File: src/rtl/core/atgi_pkg.sv
`timescale 1ns / 1ps
// ----------------------------------------------------------------------------
// atgi_pkg
// shared types, register map and the cordic arctangent table
// ----------------------------------------------------------------------------
package atgi_pkg;

  localparam int AtanEntries = 24;
  localparam int AngleLimit  = 46080;
  localparam int AddrW       = 5;

  localparam logic [AddrW-1:0] REG_BIAS_X    = 5'd0;
  localparam logic [AddrW-1:0] REG_BIAS_Y    = 5'd4;
  localparam logic [AddrW-1:0] REG_BIAS_Z    = 5'd8;
  localparam logic [AddrW-1:0] REG_DEADBAND  = 5'd12;
  localparam logic [AddrW-1:0] REG_STEP_TIME = 5'd16;

  typedef struct packed {
    logic signed [15:0] accel_x;
    logic signed [15:0] accel_y;
    logic signed [15:0] accel_z;
    logic signed [24:0] r_x;
    logic signed [24:0] r_y;
    logic signed [24:0] r_z;
  } item_t;

  function automatic logic [21:0] atan_entry(input logic [4:0] i);
    logic [21:0] v;
    begin
      case (i)
        5'd0:  v = 22'd2949120;
        5'd1:  v = 22'd1740967;
        5'd2:  v = 22'd919879;
        5'd3:  v = 22'd466945;
        5'd4:  v = 22'd234379;
        5'd5:  v = 22'd117304;
        5'd6:  v = 22'd58666;
        5'd7:  v = 22'd29335;
        5'd8:  v = 22'd14668;
        5'd9:  v = 22'd7334;
        5'd10: v = 22'd3667;
        5'd11: v = 22'd1833;
        5'd12: v = 22'd917;
        5'd13: v = 22'd458;
        5'd14: v = 22'd229;
        5'd15: v = 22'd115;
        5'd16: v = 22'd57;
        5'd17: v = 22'd29;
        5'd18: v = 22'd14;
        5'd19: v = 22'd7;
        5'd20: v = 22'd4;
        5'd21: v = 22'd2;
        5'd22: v = 22'd1;
        default: v = 22'd0;
      endcase
      return v;
    end
  endfunction

endpackage

File: src/rtl/core/atgi_front.sv
`timescale 1ns / 1ps
// ----------------------------------------------------------------------------
// atgi_front
// accepts a sample, removes gyro bias, queues the word for the back end
// ----------------------------------------------------------------------------
module atgi_front (
  input  logic                 clk,
  input  logic                 rst,
  input  logic                 in_valid,
  output logic                 in_ready,
  input  logic signed [15:0]   accel_x,
  input  logic signed [15:0]   accel_y,
  input  logic signed [15:0]   accel_z,
  input  logic signed [23:0]   rate_x,
  input  logic signed [23:0]   rate_y,
  input  logic signed [23:0]   rate_z,
  input  logic signed [23:0]   bias_x,
  input  logic signed [23:0]   bias_y,
  input  logic signed [23:0]   bias_z,
  output logic                 q_valid,
  input  logic                 q_ready,
  output atgi_pkg::item_t      q_item
);
  import atgi_pkg::*;

  item_t slot [2];
  logic  wr_ptr, rd_ptr;
  logic  [1:0] count;
  logic  push, pop;

  assign in_ready = (count != 2'd2);
  assign push     = in_valid && in_ready;
  assign pop      = q_valid && q_ready;
  assign q_valid  = (count != 2'd0);
  assign q_item   = slot[rd_ptr];

  always_ff @(posedge clk) begin
    if (push) begin
      slot[wr_ptr] <= '{accel_x, accel_y, accel_z,
        25'(rate_x) - 25'(bias_x), 25'(rate_y) - 25'(bias_y),
        25'(rate_z) - 25'(bias_z)};
    end
  end

  always_ff @(posedge clk) begin
    if (rst) begin
      wr_ptr <= 1'b0;
      rd_ptr <= 1'b0;
      count  <= 2'd0;
    end else begin
      if (push) wr_ptr <= ~wr_ptr;
      if (pop) rd_ptr <= ~rd_ptr;
      count <= count + 2'(push) - 2'(pop);
    end
  end

endmodule

File: src/rtl/core/atgi_back.sv
`timescale 1ns / 1ps
// ----------------------------------------------------------------------------
// atgi_back
// two iterative cordic lanes and the gyro integrators, with output register
// ----------------------------------------------------------------------------
module atgi_back #(
  parameter int CORDIC_STEPS = 16
) (
  input  logic                 clk,
  input  logic                 rst,
  input  logic                 q_valid,
  output logic                 q_ready,
  input  atgi_pkg::item_t      q_item,
  input  logic [15:0]          deadband,
  input  logic [15:0]          step_time,
  output logic                 out_valid,
  input  logic                 out_ready,
  output logic signed [31:0]   angle_x,
  output logic signed [31:0]   angle_y,
  output logic signed [31:0]   angle_z,
  output logic signed [16:0]   accel_pitch,
  output logic signed [16:0]   accel_roll
);
  import atgi_pkg::*;

  localparam int Steps = (CORDIC_STEPS < AtanEntries) ? CORDIC_STEPS : AtanEntries;
  localparam int CntW  = $clog2(Steps + 1);

  typedef enum logic [3:0] {
    S_IDLE = 4'b0001, S_ROT = 4'b0010, S_INT = 4'b0100, S_OUT = 4'b1000
  } state_t;

  state_t state;
  logic [CntW-1:0] iter;
  logic [1:0]      lane;
  logic signed [33:0] px, py, rx, ry;
  logic signed [24:0] pz, rz;
  logic pzero, rzero;
  logic signed [24:0] gr [3];
  logic signed [31:0] sum [3];
  logic seeded;
  logic [4:0] iter5;

  assign iter5   = 5'(iter);
  assign q_ready = (state == S_IDLE);

  function automatic logic signed [25:0] rnd_clamp(input logic signed [24:0] z);
    logic signed [25:0] r;
    begin
      r = (26'(z) + 26'sd128) >>> 8;
      if (r > 26'sd46080) r = 26'sd46080;
      if (r < -26'sd46080) r = -26'sd46080;
      return r;
    end
  endfunction

  // gyro integration of one axis per cycle
  logic signed [24:0] r_cur;
  logic [24:0]        r_mag;
  logic signed [24:0] r_eff;
  logic signed [41:0] prod;
  logic signed [33:0] inc;
  logic signed [33:0] base;
  logic signed [33:0] tot;
  logic signed [31:0] sat;
  logic signed [16:0] pitch_v, roll_v;

  assign pitch_v = 17'(rnd_clamp(pz));
  assign roll_v  = 17'(rnd_clamp(rz));

  always_comb begin
    r_cur = gr[lane];
    r_mag = r_cur[24] ? 25'(-r_cur) : r_cur;
    r_eff = (r_mag < 25'(deadband)) ? 25'sd0 : r_cur;
    prod  = 42'(r_eff) * $signed({26'd0, step_time});
    inc   = 34'((prod + 42'sd32768) >>> 16);
    if (!seeded && lane == 2'd0) base = 34'(pzero ? 17'sd0 : pitch_v);
    else if (!seeded && lane == 2'd1) base = 34'(rzero ? 17'sd0 : roll_v);
    else base = 34'(sum[lane]);
    tot = base + inc;
    if (tot > 34'sh7FFFFFFF) sat = 32'sh7FFFFFFF;
    else if (tot < -34'sh80000000) sat = 32'sh80000000;
    else sat = 32'(tot);
  end

  always_ff @(posedge clk) begin
    if (rst) begin
      state  <= S_IDLE;
      seeded <= 1'b0;
      iter   <= '0;
      lane   <= 2'd0;
      sum[0] <= '0;
      sum[1] <= '0;
      sum[2] <= '0;
    end else begin
      unique case (state)
        S_IDLE: begin
          if (q_valid) begin
            logic signed [33:0] x0, y0;
            x0 = 34'(q_item.accel_z) <<< 14;
            y0 = 34'(q_item.accel_x) <<< 14;
            pzero <= (q_item.accel_x == 0) && (q_item.accel_z == 0);
            if (x0 < 0) begin
              px <= y0[33] ? -y0 : y0;
              py <= y0[33] ? x0 : -x0;
              pz <= y0[33] ? -25'sd5898240 : 25'sd5898240;
            end else begin
              px <= x0; py <= y0; pz <= '0;
            end
            y0 = 34'(q_item.accel_y) <<< 14;
            rzero <= (q_item.accel_y == 0) && (q_item.accel_z == 0);
            if (x0 < 0) begin
              rx <= y0[33] ? -y0 : y0;
              ry <= y0[33] ? x0 : -x0;
              rz <= y0[33] ? -25'sd5898240 : 25'sd5898240;
            end else begin
              rx <= x0; ry <= y0; rz <= '0;
            end
            gr[0] <= q_item.r_x;
            gr[1] <= q_item.r_y;
            gr[2] <= q_item.r_z;
            iter  <= '0;
            state <= (Steps == 0) ? S_INT : S_ROT;
          end
        end
        S_ROT: begin
          if (py >= 0) begin
            px <= px + (py >>> iter5);
            py <= py - (px >>> iter5);
            pz <= pz + 25'(atan_entry(iter5));
          end else begin
            px <= px - (py >>> iter5);
            py <= py + (px >>> iter5);
            pz <= pz - 25'(atan_entry(iter5));
          end
          if (ry >= 0) begin
            rx <= rx + (ry >>> iter5);
            ry <= ry - (rx >>> iter5);
            rz <= rz + 25'(atan_entry(iter5));
          end else begin
            rx <= rx - (ry >>> iter5);
            ry <= ry + (rx >>> iter5);
            rz <= rz - 25'(atan_entry(iter5));
          end
          if (iter == CntW'(Steps - 1)) begin
            state <= S_INT;
            lane  <= 2'd0;
          end
          iter <= iter + CntW'(1);
        end
        S_INT: begin
          sum[lane] <= sat;
          if (lane == 2'd2) begin
            seeded      <= 1'b1;
            accel_pitch <= pzero ? 17'sd0 : pitch_v;
            accel_roll  <= rzero ? 17'sd0 : roll_v;
            state       <= S_OUT;
          end
          lane <= (lane == 2'd2) ? 2'd0 : lane + 2'd1;
        end
        S_OUT: begin
          if (out_ready) state <= S_IDLE;
        end
        default: state <= S_IDLE;
      endcase
    end
  end

  assign out_valid = (state == S_OUT);
  assign angle_x   = sum[0];
  assign angle_y   = sum[1];
  assign angle_z   = sum[2];

endmodule

File: src/rtl/core/accel_tilt_gyro_integrator.sv
`timescale 1ns / 1ps
// ----------------------------------------------------------------------------
// accel_tilt_gyro_integrator
// each sample passes through the cordic rotation, the integration of the
// three axes and the output register; no new sample enters the back end
// until the result is taken, but a two-word queue takes new samples meanwhile
// reset: synchronous, clears angle sums, seed flag and registers to defaults
// ----------------------------------------------------------------------------
module accel_tilt_gyro_integrator #(
  parameter int CORDIC_STEPS = 16
) (
  input  logic                 clk,
  input  logic                 rst,
  input  logic                 psel,
  input  logic                 penable,
  input  logic                 pwrite,
  input  logic [4:0]           paddr,
  input  logic [31:0]          pwdata,
  output logic [31:0]          prdata,
  output logic                 pready,
  input  logic                 in_valid,
  output logic                 in_ready,
  input  logic signed [15:0]   accel_x,
  input  logic signed [15:0]   accel_y,
  input  logic signed [15:0]   accel_z,
  input  logic signed [23:0]   rate_x,
  input  logic signed [23:0]   rate_y,
  input  logic signed [23:0]   rate_z,
  output logic                 out_valid,
  input  logic                 out_ready,
  output logic signed [31:0]   angle_x,
  output logic signed [31:0]   angle_y,
  output logic signed [31:0]   angle_z,
  output logic signed [16:0]   accel_pitch,
  output logic signed [16:0]   accel_roll
);
  import atgi_pkg::*;

  logic signed [23:0] bias_x, bias_y, bias_z;
  logic [15:0] deadband, step_time;
  logic q_valid, q_ready;
  item_t q_item;

  assign pready = 1'b1;

  always_ff @(posedge clk) begin
    if (rst) begin
      bias_x    <= '0;
      bias_y    <= '0;
      bias_z    <= '0;
      deadband  <= 16'd3;
      step_time <= 16'd6554;
    end else if (psel && penable && pwrite) begin
      unique case (paddr)
        REG_BIAS_X:    bias_x    <= pwdata[23:0];
        REG_BIAS_Y:    bias_y    <= pwdata[23:0];
        REG_BIAS_Z:    bias_z    <= pwdata[23:0];
        REG_DEADBAND:  deadband  <= pwdata[15:0];
        REG_STEP_TIME: step_time <= pwdata[15:0];
        default: ;
      endcase
    end
  end

  always_comb begin
    unique case (paddr)
      REG_BIAS_X:    prdata = 32'(bias_x);
      REG_BIAS_Y:    prdata = 32'(bias_y);
      REG_BIAS_Z:    prdata = 32'(bias_z);
      REG_DEADBAND:  prdata = 32'(deadband);
      REG_STEP_TIME: prdata = 32'(step_time);
      default:       prdata = '0;
    endcase
  end

  atgi_front u_front (
    .clk, .rst, .in_valid, .in_ready,
    .accel_x, .accel_y, .accel_z, .rate_x, .rate_y, .rate_z,
    .bias_x, .bias_y, .bias_z,
    .q_valid, .q_ready, .q_item
  );

  atgi_back #(.CORDIC_STEPS(CORDIC_STEPS)) u_back (
    .clk, .rst, .q_valid, .q_ready, .q_item, .deadband, .step_time,
    .out_valid, .out_ready, .angle_x, .angle_y, .angle_z,
    .accel_pitch, .accel_roll
  );

endmodule
File: config.mk
export PLATFORM = sky130hd
export DESIGN_NAME = accel_tilt_gyro_integrator
export DESIGN_NICKNAME = d
export VERILOG_FILES = /design/src/rtl/core/atgi_pkg.sv /design/src/rtl/core/atgi_front.sv /design/src/rtl/core/atgi_back.sv /design/src/rtl/core/accel_tilt_gyro_integrator.sv
export SDC_FILE = /design/constraint.sdc
export NUM_CORES = 2
export LEC_CHECK = 0
export BUFFER_PORTS_ARGS = -buffer_cell sky130_fd_sc_hd__clkbuf_2
export CAP_MARGIN = 10
export CORE_MARGIN = 2
export CORE_UTILIZATION = 39
export DETAILED_ROUTE_END_ITERATION = 8
export GPL_TIMING_DRIVEN = 0
export PLACE_DENSITY = 0.53
export SYNTH_ARGS = -nofsm -noshare
export SYNTH_HDL_FRONTEND = slang
export SYNTH_SLANG_ARGS = --single-unit
File: constraint.sdc
create_clock -name clk -period 19.4 [get_ports clk]
set_input_delay 0.97 -clock clk [delete_from_list [all_inputs] [get_ports clk]]
set_output_delay 0.97 -clock clk [all_outputs]
set_load 0.05 [all_outputs]
==> impl_metrics.xml <==
<?xml version="1.0" encoding="UTF-8"?>
<metrics>
  <group name="timing">
    <metric name="final_hold_viol_count" unit="">0</metric>
    <metric name="rsz0062_at_grt" unit="">no</metric>
    <metric name="worst-slew-pin-transition" unit="ns">1.274</metric>
    <metric name="clock.fmax" unit="GHz">0.05370</metric>
    <metric name="slew_headroom" unit="">0.1509</metric>
    <metric name="final_max_slew_viol_count" unit="">0</metric>
    <metric name="min_period" unit="ns">18.62</metric>
    <metric name="final.setup.tns" unit="ns">0</metric>
    <metric name="setup_violations" unit="">0</metric>
    <metric name="final.setup_skew" unit="ns">0.1056</metric>
    <metric name="timing.final.ws_setup" unit="ns">0.7765</metric>
    <metric name="final.period_utilization" unit="">0.9600</metric>
  </group>
  <group name="clock_tree">
    <metric name="tritoncts" unit="">yes</metric>
    <metric name="clk_pin_slew_worst_paths" unit="ns">0.06</metric>
    <metric name="clockBufferDepth" unit="">3</metric>
    <metric name="clock_sink_count" unit="">816</metric>
    <metric name="cts_root_buffer" unit="">sky130_fd_sc_hd__clkbuf_16</metric>
    <metric name="insertion_delay" unit="ns">0.81</metric>
    <metric name="inserted_clock_buffers" unit="">98</metric>
    <metric name="h-tree-depth" unit="">3</metric>
    <metric name="post_cts.repair.setup_buffers" unit="">0</metric>
  </group>
  <group name="place">
    <metric name="placement.io_buffers" unit="">318</metric>
    <metric name="setup_slack_at_placement" unit="ns">-0.03761</metric>
    <metric name="gp_congestion" unit="">1.019</metric>
    <metric name="dp.final_hpwl" unit="um">245000</metric>
  </group>
  <group name="worst_hold_path">
    <metric name="hold_path_startpoint" unit="">accel_z[3]</metric>
    <metric name="timing.hold.worst_endpoint" unit="">u_front.slot[0][78]$_DFFE_PP_</metric>
    <metric name="min_delay_path_depth" unit="">1</metric>
    <metric name="hold_path.class" unit="">input port to flip-flop</metric>
  </group>
  <group name="route">
    <metric name="drcViolationCount" unit="">0</metric>
    <metric name="detail_routed_via_count_per_cell" unit="">5.742</metric>
    <metric name="detail_route.iter0.violations" unit="">6208</metric>
    <metric name="via_count" unit="">62530</metric>
    <metric name="ant_nets" unit="">0</metric>
    <metric name="drt-total-wl" unit="um">301800</metric>
    <metric name="first_pass_iters" unit="">6</metric>
    <metric name="wl_per_cell" unit="um">27.71</metric>
  </group>
  <group name="floorplan">
    <metric name="die_height" unit="um">436.1</metric>
    <metric name="core" unit="um^2">185400</metric>
    <metric name="floorplan.initialDensity" unit="">0.3927</metric>
    <metric name="io_pins" unit="">329</metric>
    <metric name="num_rows" unit="">158</metric>
    <metric name="area_of_the_die" unit="um^2">190200</metric>
    <metric name="die_width" unit="um">436.1</metric>
  </group>
  <group name="global_route">
    <metric name="antenna_found_initial" unit="">15</metric>
    <metric name="grt_start_max_net_pins" unit="">63</metric>
    <metric name="groute.usage.overall" unit="">0.3110</metric>
    <metric name="grt_pass1_wl" unit="um">432500</metric>
    <metric name="grt_pass1_vias" unit="">61010</metric>
    <metric name="globalRouteOverflowTotal" unit="">0</metric>
  </group>
  <group name="cells_and_area">
    <metric name="layout-drive-gt1-share" unit="">0.1105</metric>
    <metric name="finalNetCount" unit="">9331</metric>
    <metric name="area_growth_syn_to_layout" unit="%">12.14</metric>
    <metric name="num-fill-cells" unit="">18270</metric>
  </group>
  <group name="logic_synthesis">
    <metric name="ys_ff_latch" unit="">816</metric>
    <metric name="yosys_warnings" unit="">0</metric>
    <metric name="syn_avg_cell_area" unit="um^2">9.249</metric>
    <metric name="synth_cell_types" unit="">97</metric>
    <metric name="sequential_element_share_of_the_synthesized_area" unit="">0.3165</metric>
    <metric name="synth_top_family_by_area" unit="">adder cells</metric>
    <metric name="post_synth_xor_area_fraction" unit="">0.05929</metric>
    <metric name="syn-num-nets" unit="">8880</metric>
    <metric name="synth-edff-count" unit="">671</metric>
    <metric name="ys_async_sr_fraction" unit="">0</metric>
    <metric name="synth_flop_cell" unit="">sky130_fd_sc_hd__edfxtp_1</metric>
    <metric name="synthSimpleGateAreaFrac" unit="">0.1471</metric>
    <metric name="synth_mux_area_frac" unit="">0.08958</metric>
    <metric name="mapped_area" unit="um^2">72820</metric>
    <metric name="synthCells" unit="">7874</metric>
    <metric name="synth_compound_area_frac" unit="">0.1382</metric>
    <metric name="synthAdderAreaFrac" unit="">0.1859</metric>
  </group>
  <group name="worst_setup_path">
    <metric name="timing.reg2reg.worst_path_depth" unit="">66</metric>
    <metric name="critical-path-max-stage-delay" unit="ns">0.78</metric>
    <metric name="timing.setup.critical_path_class" unit="">flip-flop to flip-flop</metric>
    <metric name="worstPathMaxFanout" unit="">10</metric>
    <metric name="data_required_time_of_the_worst_path" unit="ns">19.82</metric>
    <metric name="rr_endpoint" unit="">u_back.sum[1][15]$_SDFFCE_PN0P_</metric>
    <metric name="critPathLaunchType" unit="">flip-flop</metric>
    <metric name="cp_slowest_cell" unit="">sky130_fd_sc_hd__dfxtp_1</metric>
    <metric name="rrSetupSlack" unit="ns">0.78</metric>
    <metric name="critical_path_end_type" unit="">flip-flop</metric>
    <metric name="timing.critical_path.arrival" unit="ns">19.04</metric>
  </group>
  <group name="outcome">
    <metric name="run_status" unit="">finished clean</metric>
  </group>
  <group name="job">
    <metric name="maxCapViolations" unit="">0</metric>
  </group>
</metrics>
[worst max path at each step]
stage | from | endpoint | slack (ns) | cells after the start
2_1_floorplan | flip-flop | u_back.sum[2][10]$_SDFFCE_PN0P_ | 5.85 | 64
3_3_place_gp | flip-flop | u_back.sum[2][17]$_SDFFCE_PN0P_ | 0.14 | 61
3_5_place_dp | flip-flop | u_back.sum[1][15]$_SDFFCE_PN0P_ | -0.04 | 61
4_1_cts | flip-flop | u_back.sum[1][15]$_SDFFCE_PN0P_ | 0.31 | 61
5_1_grt | flip-flop | u_back.sum[1][10]$_SDFFCE_PN0P_ | 0.10 | 66
6_report | flip-flop | u_back.sum[1][15]$_SDFFCE_PN0P_ | 0.78 | 66
[through the flow]
| stage | cells | util | hold slack [ns] | cell area, um^2 |
|---|---|---|---|---|
| after global routing | 10890 | 0.4404 | 0.3457 | 81660 |
| final | 10890 | 0.4404 | 0.3762 | 81670 |
| after detailed placement | 10700 | 0.4214 | 0.4657 | 78150 |
| after floorplan | 7874 | - | 0.4333 | 72820 |
| after CTS | 10890 | 0.4400 | 0.3068 | 81600 |
| after global placement | 10670 | 0.4180 | 0.4608 | 77520 |
[flip-flops by register name, indices dropped and copies added (netlist names), 25 cells and up, named ones only]
name / flops
u_front.slot: 246
u_back.sum: 128
u_back.gr: 75
u_back.px: 34
u_back.py: 34
u_back.rx: 34
u_back.ry: 34
u_back.pz: 25
u_back.rz: 25
[cell families after synthesis]
family,Yosys count
compound gates,1675
xor+xnor,493
fa+ha+maj,842
buf+inv,1160
flops,816
mux,467
other cells,1
simple gates,2420
[repair_timing]
action,4_1_cts,5_1_grt
hold buffers,0,0
resized for setup,1,6
setup endpoints to repair,22,81
pin swaps,0,0
[cell usage in the layout, fill, tap and decap left out, types with 44 or more instances in the layout]
master / n
sky130_fd_sc_hd__o21bai_1: 44
sky130_fd_sc_hd__buf_1: 45
sky130_fd_sc_hd__nor3_1: 107
sky130_fd_sc_hd__o21a_1: 80
sky130_fd_sc_hd__a21o_1: 102
sky130_fd_sc_hd__a31oi_1: 56
sky130_fd_sc_hd__buf_2: 49
sky130_fd_sc_hd__mux2i_1: 208
sky130_fd_sc_hd__a211oi_1: 73
sky130_fd_sc_hd__dfxtp_1: 145
sky130_fd_sc_hd__ha_1: 442
sky130_fd_sc_hd__o21ai_0: 510
sky130_fd_sc_hd__mux2_2: 121
sky130_fd_sc_hd__mux4_2: 135
sky130_fd_sc_hd__nor2_1: 814
sky130_fd_sc_hd__clkbuf_16: 101
sky130_fd_sc_hd__clkbuf_2: 322
sky130_fd_sc_hd__and2_1: 52
sky130_fd_sc_hd__clkbuf_1: 269
sky130_fd_sc_hd__or3_1: 62
sky130_fd_sc_hd__fa_1: 400
sky130_fd_sc_hd__and3_1: 55
sky130_fd_sc_hd__nor2b_1: 49
sky130_fd_sc_hd__inv_1: 775
sky130_fd_sc_hd__nand2b_1: 98
sky130_fd_sc_hd__xnor2_1: 295
sky130_fd_sc_hd__edfxtp_1: 671
sky130_fd_sc_hd__nand2_1: 916
sky130_fd_sc_hd__xor2_1: 197
sky130_fd_sc_hd__nand3_1: 117
sky130_fd_sc_hd__a21oi_1: 497
[Yosys cell counts (80+ instances only)]
master / n / area share
sky130_fd_sc_hd__a21o_1: 103 / 0.011
sky130_fd_sc_hd__a21oi_1: 497 / 0.034
sky130_fd_sc_hd__clkbuf_1: 253 / 0.013
sky130_fd_sc_hd__dfxtp_1: 145 / 0.040
sky130_fd_sc_hd__edfxtp_1: 671 / 0.28
sky130_fd_sc_hd__fa_1: 400 / 0.11
sky130_fd_sc_hd__ha_1: 442 / 0.076
sky130_fd_sc_hd__inv_1: 775 / 0.040
sky130_fd_sc_hd__mux2_2: 121 / 0.019
sky130_fd_sc_hd__mux2i_1: 209 / 0.029
sky130_fd_sc_hd__mux4_2: 135 / 0.042
sky130_fd_sc_hd__nand2_1: 917 / 0.047
sky130_fd_sc_hd__nand2b_1: 99 / 0.0085
sky130_fd_sc_hd__nand3_1: 117 / 0.0080
sky130_fd_sc_hd__nor2_1: 818 / 0.042
sky130_fd_sc_hd__nor3_1: 107 / 0.0074
sky130_fd_sc_hd__o21a_1: 80 / 0.0082
sky130_fd_sc_hd__o21ai_0: 510 / 0.035
sky130_fd_sc_hd__xnor2_1: 296 / 0.036
sky130_fd_sc_hd__xor2_1: 197 / 0.024
[per-layer routing]
layer | GRT usage | up-vias | wire length [um]
li1 | - | 28200 | -
met1 | 0.4169 | 31220 | 128600
met2 | 0.4998 | 2627 | 136800
met3 | 0.04302 | 480 | 20380
met4 | 0.1386 | 4 | 15990
met5 | 0 | - | 27
[critical path, delay by kind of cell, from the launching register on]
family          cells  cell delay, ns
fa+ha+maj          10            4.44
mux                 1            0.60
flops               1            0.78
simple gates       14            2.64
xor+xnor            1            0.11
buf+inv            13            3.50
compound gates     27            6.18
[layout make-up]
cell class | instances | area (um^2) | area share
inverter | 777 | 2917 | 0.03571
clock buffer | 127 | 2695 | 0.03300
multi-input combinational | 5898 | 45250 | 0.5541
antenna | 2 | 5.005 | 0.00006128
sequential | 816 | 23050 | 0.2823
tap | 2480 | 3103 | 0.03800
buffer | 383 | 1698 | 0.02079
timing repair buffer | 351 | 2200 | 0.02693
clock inverter | 56 | 749.5 | 0.009177
Power is not shown: default switching activity piles up to over one toggle a cycle in this logic, so the estimate is an artifact.
